==> config.mk <==
export PLATFORM = sky130hd
export DESIGN_NAME = corridor_obstacle_speed_limiter_unit
export DESIGN_NICKNAME = d
export VERILOG_FILES = /design/src/hdl/cosl_pkg.sv /design/src/hdl/cosl_ctrl.sv /design/src/hdl/cosl_dp.sv /design/src/hdl/corridor_obstacle_speed_limiter_unit.sv
export VERILOG_INCLUDE_DIRS = /design/src /design/src/hdl
export SDC_FILE = /design/constraint.sdc
export NUM_CORES = 2
export LEC_CHECK = 0
export BUFFER_PORTS_ARGS = -buffer_cell sky130_fd_sc_hd__buf_4
export CAP_MARGIN = 20
export CELL_PAD_IN_SITES_DETAIL_PLACEMENT = 2
export CELL_PAD_IN_SITES_GLOBAL_PLACEMENT = 2
export CORE_AREA = 2 2 289 291
export CTS_BUF_LIST = sky130_fd_sc_hd__clkbuf_4 sky130_fd_sc_hd__clkbuf_8
export DETAILED_ROUTE_END_ITERATION = 7
export DIE_AREA = 0 0 291 293
export HOLD_SLACK_MARGIN = 0.12
export PLACE_DENSITY_LB_ADDON = 0.3
export SYNTH_ARGS = -nofsm -noshare
export SYNTH_HDL_FRONTEND = slang
export SYNTH_HIERARCHICAL = 1
export SYNTH_SLANG_ARGS = --single-unit
==> constraint.sdc <==
create_clock -name aclk -period 9.3 [get_ports aclk]
set_clock_uncertainty 0.1 [all_clocks]
set_input_delay 1.86 -clock aclk [delete_from_list [all_inputs] [get_ports aclk]]
set_output_delay 1.86 -clock aclk [all_outputs]
set_load 0.01 [all_outputs]
==> src/hdl/corridor_obstacle_speed_limiter_unit_defines.svh <==
// Assertion macros shared by the limiter RTL.
// Included by every module that carries concurrent checks; needs aclk and aresetn in scope.
`ifndef CORRIDOR_OBSTACLE_SPEED_LIMITER_UNIT_DEFINES_SVH
`define CORRIDOR_OBSTACLE_SPEED_LIMITER_UNIT_DEFINES_SVH
`ifndef ASSERT_OFF
// Checked only while out of reset
`define COSL_ASSERT(label, prop, msg) \
    label: assert property (@(posedge aclk) disable iff (!aresetn) prop) else $error(msg);
// Checked at every edge, reset included
`define COSL_ASSERT_ALWAYS(label, prop, msg) \
    label: assert property (@(posedge aclk) prop) else $error(msg);
`else
`define COSL_ASSERT(label, prop, msg)
`define COSL_ASSERT_ALWAYS(label, prop, msg)
`endif
`endif

==> src/hdl/cosl_pkg.sv <==
// Shared types, codes and constants of the corridor obstacle speed limiter.
// No dependencies; used by cosl_ctrl, cosl_dp and the top level.
`default_nettype none
package cosl_pkg;

    typedef enum logic [2:0] {
        OP_POINT    = 3'd0,
        OP_END_SCAN = 3'd1,
        OP_VELOCITY = 3'd2,
        OP_DISABLE  = 3'd3,
        OP_ENABLE   = 3'd4,
        OP_TICK     = 3'd5
    } op_t;

    typedef enum logic [2:0] {
        DEC_DISABLED = 3'd0,
        DEC_NON_FWD  = 3'd1,
        DEC_STALE    = 3'd2,
        DEC_REVERSE  = 3'd3,
        DEC_STOP     = 3'd4,
        DEC_LIMITED  = 3'd5,
        DEC_FREE     = 3'd6
    } dec_t;

    typedef enum logic [2:0] {
        ST_IDLE,
        ST_MUL,
        ST_LOAD,
        ST_DIV,
        ST_FIN
    } state_t;

    // Controller to datapath
    typedef struct packed {
        logic take;
        logic mul_en;
        logic div_load;
        logic div_step;
        logic out_load;
    } cmd_t;

    // Datapath to controller
    typedef struct packed {
        logic op_velocity;
        logic ramp_needed;
        logic div_last;
        logic out_full;
    } sts_t;

    localparam logic [2:0] REG_LATERAL_TOL  = 3'd0;
    localparam logic [2:0] REG_ALLOW_REV    = 3'd1;
    localparam logic [2:0] REG_REV_FLOOR    = 3'd2;
    localparam logic [2:0] REG_STOP_DIST    = 3'd3;
    localparam logic [2:0] REG_SLOW_START   = 3'd4;
    localparam logic [2:0] REG_FWD_MAX      = 3'd5;
    localparam logic [2:0] REG_REV_MAX      = 3'd6;
    localparam logic [2:0] REG_TIMEOUT      = 3'd7;

    localparam logic [14:0] FAR_DIST = 15'h7fff;
    localparam logic [15:0] AGE_MAX  = 16'hffff;
    localparam logic [7:0]  MIN_RADIUS_SQ = 8'd100;

    localparam logic [14:0]        RST_LATERAL_TOL = 15'd1000;
    localparam logic               RST_ALLOW_REV   = 1'b1;
    localparam logic [14:0]        RST_REV_FLOOR   = 15'd1000;
    localparam logic [14:0]        RST_STOP_DIST   = 15'd1500;
    localparam logic [14:0]        RST_SLOW_START  = 15'd3000;
    localparam logic [14:0]        RST_FWD_MAX     = 15'd1000;
    localparam logic signed [15:0] RST_REV_MAX     = -16'sd1000;
    localparam logic [15:0]        RST_TIMEOUT     = 16'd1000;

    // Restoring divider: 31-bit dividend magnitude, one bit a cycle
    localparam int DIV_STEPS = 31;
    localparam int DIV_CNT_W = 5;

    function automatic logic [7:0] sq_small(input logic [3:0] v);
        logic [7:0] w;
        w = {4'd0, v};
        return w * w;
    endfunction

endpackage
`default_nettype wire

==> src/hdl/cosl_ctrl.sv <==
// Controller of the speed limiter: sequences multiply, divide and result load.
// Depends on cosl_pkg and the assertion header.
`default_nettype none
`include "corridor_obstacle_speed_limiter_unit_defines.svh"
module cosl_ctrl (
    input  wire logic            aclk,
    input  wire logic            aresetn,
    input  wire logic            s_valid,
    output logic                 s_ready,
    input  wire cosl_pkg::sts_t  sts,
    output cosl_pkg::cmd_t       cmd
);

    cosl_pkg::state_t state_reg, state_next;

    always_ff @(posedge aclk) begin
        if (!aresetn) begin
            state_reg <= cosl_pkg::ST_IDLE;
        end else begin
            state_reg <= state_next;
        end
    end

    always_comb begin
        state_next = state_reg;
        unique case (state_reg)
            cosl_pkg::ST_IDLE: begin
                if (cmd.take && sts.op_velocity) begin
                    state_next = sts.ramp_needed ? cosl_pkg::ST_MUL : cosl_pkg::ST_FIN;
                end
            end
            cosl_pkg::ST_MUL:  state_next = cosl_pkg::ST_LOAD;
            cosl_pkg::ST_LOAD: state_next = cosl_pkg::ST_DIV;
            cosl_pkg::ST_DIV: begin
                if (sts.div_last) begin
                    state_next = cosl_pkg::ST_FIN;
                end
            end
            cosl_pkg::ST_FIN:  state_next = cosl_pkg::ST_IDLE;
            default:           state_next = cosl_pkg::ST_IDLE;
        endcase
    end

    always_comb begin
        // hold a velocity request back while the previous result is untaken
        s_ready      = (state_reg == cosl_pkg::ST_IDLE) && !(sts.op_velocity && sts.out_full);
        cmd.take     = s_valid && s_ready;
        cmd.mul_en   = (state_reg == cosl_pkg::ST_MUL);
        cmd.div_load = (state_reg == cosl_pkg::ST_LOAD);
        cmd.div_step = (state_reg == cosl_pkg::ST_DIV);
        cmd.out_load = (state_reg == cosl_pkg::ST_FIN);
    end

    `COSL_ASSERT(a_ready_only_idle, s_ready |-> state_reg == cosl_pkg::ST_IDLE, "ready outside idle")
    `COSL_ASSERT(a_fin_slot_free, state_reg == cosl_pkg::ST_FIN |-> !sts.out_full, "result slot busy at load")

endmodule
`default_nettype wire

==> src/hdl/cosl_dp.sv <==
// Datapath of the speed limiter: registers, scan state, ages, multiplier, divider, output.
// Depends on cosl_pkg and the assertion header; driven by cosl_ctrl.
`default_nettype none
`include "corridor_obstacle_speed_limiter_unit_defines.svh"
module cosl_dp (
    input  wire logic               aclk,
    input  wire logic               aresetn,
    input  wire logic               cfg_wr_en,
    input  wire logic [2:0]         cfg_index,
    input  wire logic [15:0]        cfg_wdata,
    input  wire logic [2:0]         s_opcode,
    input  wire logic signed [15:0] s_point_x,
    input  wire logic signed [15:0] s_point_y,
    input  wire logic signed [15:0] s_speed_request,
    input  wire logic signed [15:0] s_turn_request,
    output logic                    m_valid,
    input  wire logic               m_ready,
    output logic signed [15:0]      m_speed_out,
    output logic signed [15:0]      m_turn_out,
    output logic [2:0]              m_decision,
    input  wire cosl_pkg::cmd_t     cmd,
    output cosl_pkg::sts_t          sts
);

    // configuration
    logic [14:0]        lat_reg, floor_reg, stop_reg, slow_reg, fwd_max_reg;
    logic               allow_rev_reg;
    logic signed [15:0] rev_max_reg;
    logic [15:0]        timeout_reg;

    always_ff @(posedge aclk) begin
        if (!aresetn) begin
            lat_reg       <= cosl_pkg::RST_LATERAL_TOL;
            allow_rev_reg <= cosl_pkg::RST_ALLOW_REV;
            floor_reg     <= cosl_pkg::RST_REV_FLOOR;
            stop_reg      <= cosl_pkg::RST_STOP_DIST;
            slow_reg      <= cosl_pkg::RST_SLOW_START;
            fwd_max_reg   <= cosl_pkg::RST_FWD_MAX;
            rev_max_reg   <= cosl_pkg::RST_REV_MAX;
            timeout_reg   <= cosl_pkg::RST_TIMEOUT;
        end else if (cfg_wr_en) begin
            unique case (cfg_index)
                cosl_pkg::REG_LATERAL_TOL: lat_reg       <= cfg_wdata[14:0];
                cosl_pkg::REG_ALLOW_REV:   allow_rev_reg <= cfg_wdata[0];
                cosl_pkg::REG_REV_FLOOR:   floor_reg     <= cfg_wdata[14:0];
                cosl_pkg::REG_STOP_DIST:   stop_reg      <= cfg_wdata[14:0];
                cosl_pkg::REG_SLOW_START:  slow_reg      <= cfg_wdata[14:0];
                cosl_pkg::REG_FWD_MAX:     fwd_max_reg   <= cfg_wdata[14:0];
                cosl_pkg::REG_REV_MAX:     rev_max_reg   <= cfg_wdata;
                cosl_pkg::REG_TIMEOUT:     timeout_reg   <= cfg_wdata;
                default: ;
            endcase
        end
    end

    // ---------------- request decode ----------------
    cosl_pkg::op_t op;
    assign op = cosl_pkg::op_t'(s_opcode);

    // point filter: x*x+y*y < 100 only when both coordinates lie in -9..9
    logic       small_x, small_y, near_origin, wide_y, keep_point;
    logic [3:0] ax4, ay4;
    logic [7:0] r2;
    logic [16:0] ay17;

    always_comb begin
        small_x     = (s_point_x >= -16'sd9) && (s_point_x <= 16'sd9);
        small_y     = (s_point_y >= -16'sd9) && (s_point_y <= 16'sd9);
        ax4         = s_point_x[15] ? 4'(16'd0 - s_point_x) : s_point_x[3:0];
        ay4         = s_point_y[15] ? 4'(16'd0 - s_point_y) : s_point_y[3:0];
        r2          = cosl_pkg::sq_small(ax4) + cosl_pkg::sq_small(ay4);
        near_origin = small_x && small_y && (r2 < cosl_pkg::MIN_RADIUS_SQ);
        ay17        = s_point_y[15] ? (17'd0 - {s_point_y[15], s_point_y})
                                    : {1'b0, s_point_y};
        wide_y      = ay17 > {2'b00, lat_reg};
        keep_point  = !near_origin && !wide_y && !s_point_x[15];
    end

    // velocity decision, taken from the current state at acceptance
    logic               is_disabled, non_fwd, is_stale, too_close, in_slow;
    logic [14:0]        near_cl;
    cosl_pkg::dec_t     dec_cmb;
    logic signed [16:0] gain_cmb;
    logic signed [15:0] num_cmb, den_cmb;

    logic [14:0] near_reg, run_min_reg;
    logic [15:0] data_age_reg, dis_age_reg;

    always_comb begin
        is_disabled = dis_age_reg < timeout_reg;
        non_fwd     = s_speed_request[15] || (s_speed_request == 16'sd0);
        is_stale    = data_age_reg > timeout_reg;
        too_close   = near_reg <= stop_reg;
        in_slow     = near_reg < slow_reg;
        near_cl     = (near_reg < floor_reg) ? floor_reg : near_reg;
        if (is_disabled)            dec_cmb = cosl_pkg::DEC_DISABLED;
        else if (non_fwd)           dec_cmb = cosl_pkg::DEC_NON_FWD;
        else if (is_stale)          dec_cmb = cosl_pkg::DEC_STALE;
        else if (too_close)         dec_cmb = allow_rev_reg ? cosl_pkg::DEC_REVERSE
                                                            : cosl_pkg::DEC_STOP;
        else if (in_slow)           dec_cmb = cosl_pkg::DEC_LIMITED;
        else                        dec_cmb = cosl_pkg::DEC_FREE;
        if (dec_cmb == cosl_pkg::DEC_REVERSE) begin
            gain_cmb = {rev_max_reg[15], rev_max_reg};
            num_cmb  = $signed({1'b0, stop_reg} - {1'b0, near_cl});
            den_cmb  = $signed({1'b0, stop_reg} - {1'b0, floor_reg});
        end else begin
            gain_cmb = $signed({2'b00, fwd_max_reg});
            num_cmb  = $signed({1'b0, near_reg} - {1'b0, stop_reg});
            den_cmb  = $signed({1'b0, slow_reg} - {1'b0, stop_reg});
        end
    end

    // ---------------- scan state and ages ----------------
    logic [14:0] near_next, run_min_next;
    logic [15:0] data_age_next, dis_age_next;

    always_comb begin
        near_next     = near_reg;
        run_min_next  = run_min_reg;
        data_age_next = data_age_reg;
        dis_age_next  = dis_age_reg;
        if (cmd.take) begin
            case (op)
                cosl_pkg::OP_POINT: begin
                    if (keep_point && (s_point_x[14:0] < run_min_reg)) begin
                        run_min_next = s_point_x[14:0];
                    end
                end
                cosl_pkg::OP_END_SCAN: begin
                    near_next     = run_min_reg;
                    run_min_next  = cosl_pkg::FAR_DIST;
                    data_age_next = 16'd0;
                end
                cosl_pkg::OP_VELOCITY: begin
                    // store the clamped distance when backing away
                    if (dec_cmb == cosl_pkg::DEC_REVERSE) begin
                        near_next = near_cl;
                    end
                end
                cosl_pkg::OP_DISABLE: dis_age_next = 16'd0;
                cosl_pkg::OP_ENABLE:  dis_age_next = cosl_pkg::AGE_MAX;
                cosl_pkg::OP_TICK: begin
                    if (data_age_reg != cosl_pkg::AGE_MAX) data_age_next = data_age_reg + 16'd1;
                    if (dis_age_reg != cosl_pkg::AGE_MAX)  dis_age_next  = dis_age_reg + 16'd1;
                end
                default: ;
            endcase
        end
    end

    always_ff @(posedge aclk) begin
        if (!aresetn) begin
            near_reg     <= cosl_pkg::FAR_DIST;
            run_min_reg  <= cosl_pkg::FAR_DIST;
            data_age_reg <= cosl_pkg::AGE_MAX;
            dis_age_reg  <= cosl_pkg::AGE_MAX;
        end else begin
            near_reg     <= near_next;
            run_min_reg  <= run_min_next;
            data_age_reg <= data_age_next;
            dis_age_reg  <= dis_age_next;
        end
    end

    // ---------------- velocity operands ----------------
    logic signed [15:0] want_reg, turn_reg, num_reg, den_reg;
    logic signed [16:0] gain_reg;
    cosl_pkg::dec_t     dec_reg;

    always_ff @(posedge aclk) begin
        if (cmd.take && (op == cosl_pkg::OP_VELOCITY)) begin
            want_reg <= s_speed_request;
            turn_reg <= s_turn_request;
            dec_reg  <= dec_cmb;
            gain_reg <= gain_cmb;
            num_reg  <= num_cmb;
            den_reg  <= den_cmb;
        end
    end

    // ---------------- multiply ----------------
    logic signed [32:0] prod_full;
    logic signed [31:0] prod_reg;

    assign prod_full = $signed(33'(gain_reg)) * $signed(33'(num_reg));

    always_ff @(posedge aclk) begin
        if (cmd.mul_en) begin
            prod_reg <= prod_full[31:0];
        end
    end

    // ---------------- divide (sign and magnitude) ----------------
    logic [31:0]                  prod_mag;
    logic [15:0]                  den_mag;
    logic [30:0]                  quo_reg, quo_next;
    logic [14:0]                  rem_reg, rem_next, dvs_reg;
    logic [15:0]                  rem_sh;
    logic                         neg_reg;
    logic [cosl_pkg::DIV_CNT_W-1:0] cnt_reg;

    always_comb begin
        prod_mag = prod_reg[31] ? (32'd0 - prod_reg) : prod_reg;
        den_mag  = den_reg[15] ? (16'd0 - den_reg) : den_reg;
        rem_sh   = {rem_reg, quo_reg[30]};
        if (rem_sh >= {1'b0, dvs_reg}) begin
            rem_next = 15'(rem_sh - {1'b0, dvs_reg});
            quo_next = {quo_reg[29:0], 1'b1};
        end else begin
            rem_next = rem_sh[14:0];
            quo_next = {quo_reg[29:0], 1'b0};
        end
    end

    always_ff @(posedge aclk) begin
        if (cmd.div_load) begin
            quo_reg <= prod_mag[30:0];
            rem_reg <= 15'd0;
            dvs_reg <= den_mag[14:0];
            neg_reg <= prod_reg[31] ^ den_reg[15];
            cnt_reg <= '0;
        end else if (cmd.div_step) begin
            quo_reg <= quo_next;
            rem_reg <= rem_next;
            cnt_reg <= cnt_reg + cosl_pkg::DIV_CNT_W'(1);
        end
    end

    // ---------------- result ----------------
    logic signed [15:0] ramp_val, speed_res, turn_res;

    always_comb begin
        if (den_reg == 16'sd0) begin
            ramp_val = 16'sd0;
        end else if (neg_reg) begin
            ramp_val = (quo_reg > 31'd32768) ? -16'sd32768 : $signed(16'd0 - quo_reg[15:0]);
        end else begin
            ramp_val = (quo_reg > 31'd32767) ? 16'sd32767 : $signed(quo_reg[15:0]);
        end
        turn_res = turn_reg;
        case (dec_reg) inside
            cosl_pkg::DEC_STALE,
            cosl_pkg::DEC_STOP:    speed_res = 16'sd0;
            cosl_pkg::DEC_REVERSE: begin
                speed_res = ramp_val;
                turn_res  = 16'sd0;
            end
            cosl_pkg::DEC_LIMITED: speed_res = (want_reg < ramp_val) ? want_reg : ramp_val;
            default:               speed_res = want_reg;
        endcase
    end

    logic               m_valid_reg;
    logic signed [15:0] m_speed_reg, m_turn_reg;
    cosl_pkg::dec_t     m_dec_reg;

    always_ff @(posedge aclk) begin
        if (!aresetn) begin
            m_valid_reg <= 1'b0;
        end else if (cmd.out_load) begin
            m_valid_reg <= 1'b1;
        end else if (m_ready) begin
            m_valid_reg <= 1'b0;
        end
    end

    always_ff @(posedge aclk) begin
        if (cmd.out_load) begin
            m_speed_reg <= speed_res;
            m_turn_reg  <= turn_res;
            m_dec_reg   <= dec_reg;
        end
    end

    assign m_valid     = m_valid_reg;
    assign m_speed_out = m_speed_reg;
    assign m_turn_out  = m_turn_reg;
    assign m_decision  = m_dec_reg;

    assign sts.op_velocity = (op == cosl_pkg::OP_VELOCITY);
    assign sts.ramp_needed = ((dec_cmb == cosl_pkg::DEC_REVERSE) ||
                              (dec_cmb == cosl_pkg::DEC_LIMITED)) && (den_cmb != 16'sd0);
    assign sts.div_last    = (cnt_reg == cosl_pkg::DIV_CNT_W'(cosl_pkg::DIV_STEPS - 1));
    assign sts.out_full    = m_valid_reg;

    `COSL_ASSERT(a_end_scan_fresh, cmd.take && op == cosl_pkg::OP_END_SCAN |=> data_age_reg == 16'd0, "end of scan left data stale")
    `COSL_ASSERT_ALWAYS(a_reset_empties, !aresetn |=> !m_valid_reg, "result valid after reset")

endmodule
`default_nettype wire

==> src/hdl/corridor_obstacle_speed_limiter_unit.sv <==
// Corridor obstacle speed limiter, top level.
// Instantiates cosl_ctrl and cosl_dp; depends on cosl_pkg.
//
// Use: scan points, end-of-scan marks, enable/disable and ticks enter on the
// s_ channel (valid/ready) and are absorbed on acceptance, so a scan streams
// at one point per clock while no velocity request is in progress. A velocity
// request yields one result on the m_ channel (valid/ready); the other
// requests yield none. A request whose decision needs no ramp (disabled,
// non-forward, stale, stop, free, or a zero ramp divisor) goes straight to
// the result load; a reverse or limited ramp passes a multiply, a divider
// load, the bit-serial restoring divider and the result load. s_ready is
// low until the result is loaded.
// A waiting result sits in the output register; further non-velocity
// requests are still taken, a new velocity request is held off until the
// result has been taken on m_.
// Reset (aresetn low, synchronous) restores the register defaults, marks
// the scan data stale and the block enabled, and drops any pending result.
// Configuration writes (cfg_wr_en, cfg_index, cfg_wdata) take effect at
// once and are to be issued only while the block is idle.
`default_nettype none
module corridor_obstacle_speed_limiter_unit (
    input  wire logic               aclk,
    input  wire logic               aresetn,
    input  wire logic               cfg_wr_en,
    input  wire logic [2:0]         cfg_index,
    input  wire logic [15:0]        cfg_wdata,
    input  wire logic               s_valid,
    output logic                    s_ready,
    input  wire logic [2:0]         s_opcode,
    input  wire logic signed [15:0] s_point_x,
    input  wire logic signed [15:0] s_point_y,
    input  wire logic signed [15:0] s_speed_request,
    input  wire logic signed [15:0] s_turn_request,
    output logic                    m_valid,
    input  wire logic               m_ready,
    output logic signed [15:0]      m_speed_out,
    output logic signed [15:0]      m_turn_out,
    output logic [2:0]              m_decision
);

    cosl_pkg::cmd_t cmd;
    cosl_pkg::sts_t sts;

    cosl_ctrl u_ctrl (
        .aclk    (aclk),
        .aresetn (aresetn),
        .s_valid (s_valid),
        .s_ready (s_ready),
        .sts     (sts),
        .cmd     (cmd)
    );

    cosl_dp u_dp (
        .aclk            (aclk),
        .aresetn         (aresetn),
        .cfg_wr_en       (cfg_wr_en),
        .cfg_index       (cfg_index),
        .cfg_wdata       (cfg_wdata),
        .s_opcode        (s_opcode),
        .s_point_x       (s_point_x),
        .s_point_y       (s_point_y),
        .s_speed_request (s_speed_request),
        .s_turn_request  (s_turn_request),
        .m_valid         (m_valid),
        .m_ready         (m_ready),
        .m_speed_out     (m_speed_out),
        .m_turn_out      (m_turn_out),
        .m_decision      (m_decision),
        .cmd             (cmd),
        .sts             (sts)
    );

endmodule
`default_nettype wire
* Word-level counts from Yosys, hierarchy flattened
Index checks and enable logic that the tools add are counted.
Storage, ports and cells: flip-flop bits (word level) 391, input bits 91, output and inout port bits 37, word-level logic and storage cells 182
Operators by class: add/subtract/negate cells 15, multiply operators 3, $lt $le $gt $ge 16, equal/unequal tests 31, muxes and demuxes 42, bitwise logic cells 1, reductions and logical operators 44
Operator list (count):
- $mux 16 | 13
- $mux 31 | 3
- $mux 15 | 6
- $sub 15x15->16 | 4
- $pmux 15 s2 | 2
- $pmux 16 s3 | 1
- $lt 15x15->1 | 3
- $add 16x1->16 const B | 2
- $ge 16x5->1 const B | 2
- $le 16x5->1 const B | 2
- $logic_not 16->1 | 2
- $lt 16x16->1 | 2
- $mul 16x16->32 | 1
- $ne 16x16->1 const B | 2
- $pmux 16 s2 | 1
- $gt 31x15->1 const B | 1
- $gt 31x16->1 const B | 1
- $sub 1x31->31 const A | 1
- $eq 3x3->1 const B | 10
- $eq 3x2->1 const B | 9
- $mux 3 | 8
- $reduce_and 2->1 | 9
- $gt 17x15->1 | 1
- $mux 17 | 1
- 29 further kinds | 65

* Longest topological paths before layout
word-level depth 13, mapped depth 24, depth with buffers taken out 23

* By module
The synthesis kept the hierarchy.
Modules (own cells, without submodules):
- cosl_dp | times used 1, cells an instance 3755, area each 33961.3 um^2, seq. area each 9739.3 um^2
- cosl_ctrl | times used 1, cells an instance 23, area each 219.0 um^2, seq. area each 60.1 um^2

* Worst setup path after synthesis
No wires, ideal clock.
kind input-to-reg, start in s_point_y[1], end reg u_dp.run_min_reg[10], library setup time 0.072 ns, data arrival time 7.045 ns, data required time 9.128 ns, path slack 2.083 ns, cell stages on the path 22, path buffers 1, cell sequence or2_2 o21ai_0 xnor2_1 nand2_1 fa_1 fa_1 inv_1 fa_1 inv_1 fa_1 inv_1 ha_1 fa_1 a21o_1 a21oi_1 xnor2_1 xnor2_1 nand3_1 o21ai_0 a211oi_2 buf_2 mux2i_1
Between the ends: longest elaborated chain between the ends 12, elaborated cells on any way between the ends 20, those cells by class add/sub: 3; mul: 1; order compare: 4; eq/ne: 1; mux: 2; reduce/logical: 9
RTL lines:
- start: declaration | RTL line corridor_obstacle_speed_limiter_unit.sv:31 | input wire logic signed [15:0] s_point_y,
- $sub 1x4->4 | RTL line cosl_dp.sv:70 | ay4 = s_point_y[15] ? 4'(16'd0 - s_point_y) : s_point_y[3:0];
- $mux 4 | RTL line cosl_dp.sv:70
- $mul 4x4->8 | RTL line cosl_pkg.sv:79 | return w * w;
- $add 8x8->8 | RTL line cosl_dp.sv:71 | r2 = cosl_pkg::sq_small(ax4) + cosl_pkg::sq_small(ay4);
- $lt 8x7->1 | RTL line cosl_dp.sv:72 | near_origin = small_x && small_y && (r2 < cosl_pkg::MIN_RADIUS_SQ);
- $logic_and 1x1->1 | RTL line cosl_dp.sv:72
- $logic_not 1->1 | RTL line cosl_dp.sv:76 | keep_point = !near_origin && !wide_y && !s_point_x[15];
- $logic_and 1x1->1 * (2 in a row) | RTL line cosl_dp.sv:76
- $logic_and 1x1->1 * | RTL line cosl_dp.sv:126 | if (keep_point && (s_point_x[14:0] < run_min_reg)) begin
- $ne 2x1->1 (no source line) *
- $reduce_and 3->1 (no source line) *
- end signal: assignment | RTL line cosl_dp.sv:155 | run_min_reg <= cosl_pkg::FAR_DIST;
- end signal: assignment | RTL line cosl_dp.sv:160 | run_min_reg <= run_min_next;
- end: declaration | RTL line cosl_dp.sv:86 | logic [14:0] near_reg, run_min_reg;
Mark *: on every way between the ends. The rest lies on a longest branch, timed or not. A chain may end at the register's enable or synchronous reset.

* Final worst setup path
start reg u_dp.num_reg[1], end reg u_dp.prod_reg[31] (data pin)
Between the ends: longest elaborated chain between the ends 1
RTL lines:
- start: declaration | RTL line cosl_dp.sv:167 | logic signed [15:0] want_reg, turn_reg, num_reg, den_reg;
- start signal: assignment | RTL line cosl_dp.sv:177 | num_reg <= num_cmb;
- $mul 16x16->32 | RTL line cosl_dp.sv:186 | assign prod_full = $signed(33'(gain_reg)) * $signed(33'(num_reg));
- net u_dp.prod_full[31] | RTL line cosl_dp.sv:183 | logic signed [32:0] prod_full;
- end signal: assignment | RTL line cosl_dp.sv:190 | prod_reg <= prod_full[31:0];
- end: declaration | RTL line cosl_dp.sv:184 | logic signed [31:0] prod_reg;
The timed path passes the listed nets, and every way through them passes these cells.

==> reports/qor.json <==
{
  "run_status": {"value": "finished clean"},
  "clock_tree_from_tritoncts": {"value": "built"},
  "grt_remaining_overflow": {"value": 0},
  "arrival_worst_endpoint": {"value": 7800, "unit": "ps"},
  "grt_max_degree": {"value": 91},
  "fmax": {"value": 133, "unit": "MHz"},
  "clk_pin_slew_worst_paths": {"value": 60, "unit": "ps"},
  "async_flop_share": {"value": 0, "unit": "%"},
  "final_net_count": {"value": 4528},
  "cts_inserted_buffers": {"value": 76},
  "crit_slowest_cell": {"value": "fa_1"},
  "grt_antenna_before_repair": {"value": 3},
  "cts_resized": {"value": 0},
  "grtUsageTotal": {"value": 27.8, "unit": "%"},
  "core": {"value": 81800, "unit": "µm²"},
  "library_cells_used_by_synthesis": {"value": 84},
  "synth_area": {"value": 34200, "unit": "µm²"},
  "post_route_worst_setup_slack": {"value": 1800, "unit": "ps"},
  "ys_seq_elements": {"value": 391},
  "timing.critical_path.required": {"value": 9600, "unit": "ps"},
  "clock-sinks": {"value": 391},
  "timing_hold_violations_final": {"value": 0},
  "setup_total_negative_slack": {"value": 0, "unit": "ps"},
  "placement.setup.worst_slack": {"value": 1890, "unit": "ps"},
  "timing.final.crit_period": {"value": 7500, "unit": "ps"},
  "path_depth_of_the_worst_reg2reg_path": {"value": 20},
  "report.final.setup_viol": {"value": 0},
  "max_cap_viol_count": {"value": 0},
  "grt_pass1_wl": {"value": 186000, "unit": "µm"},
  "synth_enable_flop_cells": {"value": 197},
  "floorplan.die.height": {"value": 293, "unit": "µm"},
  "drt.antenna.violating_nets": {"value": 0},
  "rows": {"value": 105},
  "n_fill_cell": {"value": 8953},
  "cts_setup_buffers": {"value": 0},
  "r2r_end": {"value": "u_dp/prod_reg[31]"},
  "crit-reg2reg-launch": {"value": "u_dp/num_reg[1]"},
  "detail_route.wl_per_cell": {"value": 23.6, "unit": "µm"},
  "grt_setup_unrepaired": {"value": "false"},
  "power_leakage": {"value": 16.5, "unit": "nW"},
  "area_growth": {"value": 10.3, "unit": "%"},
  "element_type_at_the_critical_path_start": {"value": "register"},
  "top_level_i_o_count": {"value": 128},
  "ordered_list_of_cells_on_the_worst_path": {"value": "nand2_1, inv_1, fa_1, fa_1, fa_1, fa_1, fa_1, inv_1, fa_1, inv_1, ha_1, inv_1, nor3_1, and3_1, a21o_1, a31oi_1, a31oi_1, a21o_1, o22ai_1, xnor2_1"},
  "endpoint_kind": {"value": "register"},
  "dr_total_vias": {"value": 28100},
  "crit_top_cell": {"value": "fa_1"},
  "final_estimated_routing_congestion_in_global_placement": {"value": 0.853},
  "hp-class": {"value": "reg -> reg"},
  "cpPeakStageDelay": {"value": 1000, "unit": "ps"},
  "remaining_drc_errors": {"value": 0},
  "via_per_inst": {"value": 5.63},
  "avgSynthCellArea": {"value": 9.05, "unit": "µm²"},
  "r2r_setup_slack": {"value": 1800, "unit": "ps"},
  "worstSkewPairLatency": {"value": 720, "unit": "ps"},
  "via_count_of_the_first_global_routing_pass": {"value": 32000},
  "die_w": {"value": 291, "unit": "µm"},
  "max_slew_headroom_at_the_worst_pin": {"value": 28.7, "unit": "%"},
  "mappedNetlistNets": {"value": 4436},
  "power_per_cell_area": {"value": 218, "unit": "nW/µm²"},
  "clockBufferDepth": {"value": 3},
  "tightestPinTransition": {"value": 1060, "unit": "ps"},
  "synth_top_flop_cell": {"value": "edfxtp_1"},
  "worstHoldPathCells": {"value": 2},
  "layout_worst_path_cycle_share": {"value": 80.6, "unit": "%"},
  "ys.warnings.count": {"value": 6},
  "largest_register_ff_count": {"value": 32},
  "fp.dieArea": {"value": 85300, "unit": "µm²"},
  "number_of_port_buffers": {"value": 127},
  "worst_hold_path.endpoint": {"value": "u_dp/floor_reg[14]"},
  "wl": {"value": 118000, "unit": "µm"},
  "drt_first_pass_iters": {"value": 5},
  "slew_viol_final": {"value": 0},
  "floorplan.initialDensity": {"value": 41.8, "unit": "%"},
  "irDropWorstVdd": {"value": 0.208, "unit": "mV"},
  "netlist_instances": {"value": 3778},
  "holdBufCountCts": {"value": 0},
  "drt_iter0_markers": {"value": 1013},
  "layout-drive-gt1-share": {"value": 8.64, "unit": "%"},
  "critPathKind": {"value": "reg -> reg"},
  "clock_tree.htree_level_count": {"value": 3},
  "place.detailed.hpwl": {"value": 92300, "unit": "µm"},
  "path_max_fanout": {"value": 16},
  "cts_root_buffer": {"value": "clkbuf_8"},
  "seq_area_frac_synth": {"value": 28.7, "unit": "%"},
  "min_from": {"value": "u_dp/floor_reg[14]"},
  "final_common_cell": {"value": "inv_1"},
  "layout.cells.most_common_list": {"value": "497 x inv_1, 471 x nand2_1, 289 x ha_1"}
}
[area by class of cell]
| class | instances | area [µm²] | area share [%] |
|---|---|---|---|
| multi-input combinational | 2748 | 22000 | 58.3 |
| tap | 1070 | 1340 | 3.55 |
| clock inverter | 32 | 305 | 0.810 |
| clock buffer | 98 | 1230 | 3.26 |
| antenna | 1 | 2.50 | 0.00664 |
| timing repair buffer | 155 | 1160 | 3.09 |
| sequential | 391 | 9800 | 26.0 |
| inverter | 498 | 1870 | 4.96 |
[stage by stage]
step                      instance area, µm²  util, %  total power (W)  hold slack [ps]  instances
after global routing                   37700     46.1          0.00888              392       4993
after floorplan                        34200        -          0.00512              324       3778
final                                  37700     46.1          0.00823              364       4993
after global placement                 36200     44.2          0.00594              349       4861
after detailed placement               36200     44.2          0.00634              354       4862
after CTS                              37700     46.1          0.00831              370       4992
[logic make-up after synthesis]
kind of cell / after synthesis / synth area share (%)
AND/OR/NAND/NOR: 1217 / 17.0
AO/OA/AOI/OAI: 750 / 14.6
buffers and inverters: 639 / 7.10
adder cells (fa/ha/maj): 567 / 26.9
flip-flops: 391 / 28.7
XOR/XNOR: 161 / 4.13
multiplexers: 53 / 1.62
[report_power, final]
part	switching [W]	total [W]	internal, W
combinational	0.00257	0.00431	0.00173
sequential	0.0000661	0.00211	0.00204
clock	0.000829	0.00182	0.000986
total	0.00347	0.00823	0.00476
[cells in the mapped netlist (27+ instances only)]
| cell | count | area, µm² |
|---|---|---|
| nand3_1 | 78 | 390 |
| xor2_1 | 70 | 613 |
| mux2i_1 | 34 | 340 |
| o31ai_1 | 27 | 203 |
| nor2_1 | 228 | 856 |
| a211oi_1 | 56 | 420 |
| o211ai_1 | 56 | 420 |
| and2_1 | 141 | 882 |
| nand2_1 | 471 | 1770 |
| nor3_1 | 46 | 230 |
| nand4_1 | 38 | 238 |
| ha_1 | 289 | 3620 |
| a21boi_0 | 73 | 548 |
| clkbuf_1 | 124 | 465 |
| edfxtp_1 | 197 | 5920 |
| nand2b_1 | 36 | 225 |
| nor2b_1 | 35 | 219 |
| xnor2_1 | 91 | 797 |
| inv_1 | 497 | 1870 |
| dfxtp_1 | 194 | 3880 |
| o21ai_0 | 149 | 746 |
| a21o_1 | 45 | 338 |
| fa_1 | 278 | 5570 |
| a21oi_1 | 164 | 821 |
[metal layers]
layer / global-route usage [%] / wire length (µm) / up-vias
met2: 52.4 / 61700 / 510
met4: 11.0 / 4490 / 2
li1: - / - / 13000
met1: 31.8 / 48000 / 14400
met5: 0 / 11 / -
met3: 3.60 / 3780 / 223
[critical path, delay by kind of cell (launching register included)]
family                   cells  cell delay (ps)
AO/OA/AOI/OAI                5              760
XOR/XNOR                     1              130
adder cells (fa/ha/maj)      7             4080
buffers and inverters        4              400
flip-flops                   1              750
AND/OR/NAND/NOR              3              960
[worst max path at each step]
stage	startpoint	end	slack, ps	cells past startpoint
after global routing	u_dp/gain_reg[15]	u_dp/prod_reg[31]	1360	20
final	u_dp/num_reg[1]	u_dp/prod_reg[31]	1800	20
after CTS	u_dp/gain_reg[15]	u_dp/prod_reg[31]	1790	20
after floorplan	s_point_y[1]	u_dp/run_min_reg[10]	2080	22
after global placement	s_point_y[0]	u_dp/run_min_reg[11]	2030	23
after detailed placement	s_point_y[0]	u_dp/run_min_reg[12]	1890	23
Note: power is estimated with default switching activity, not from simulation.
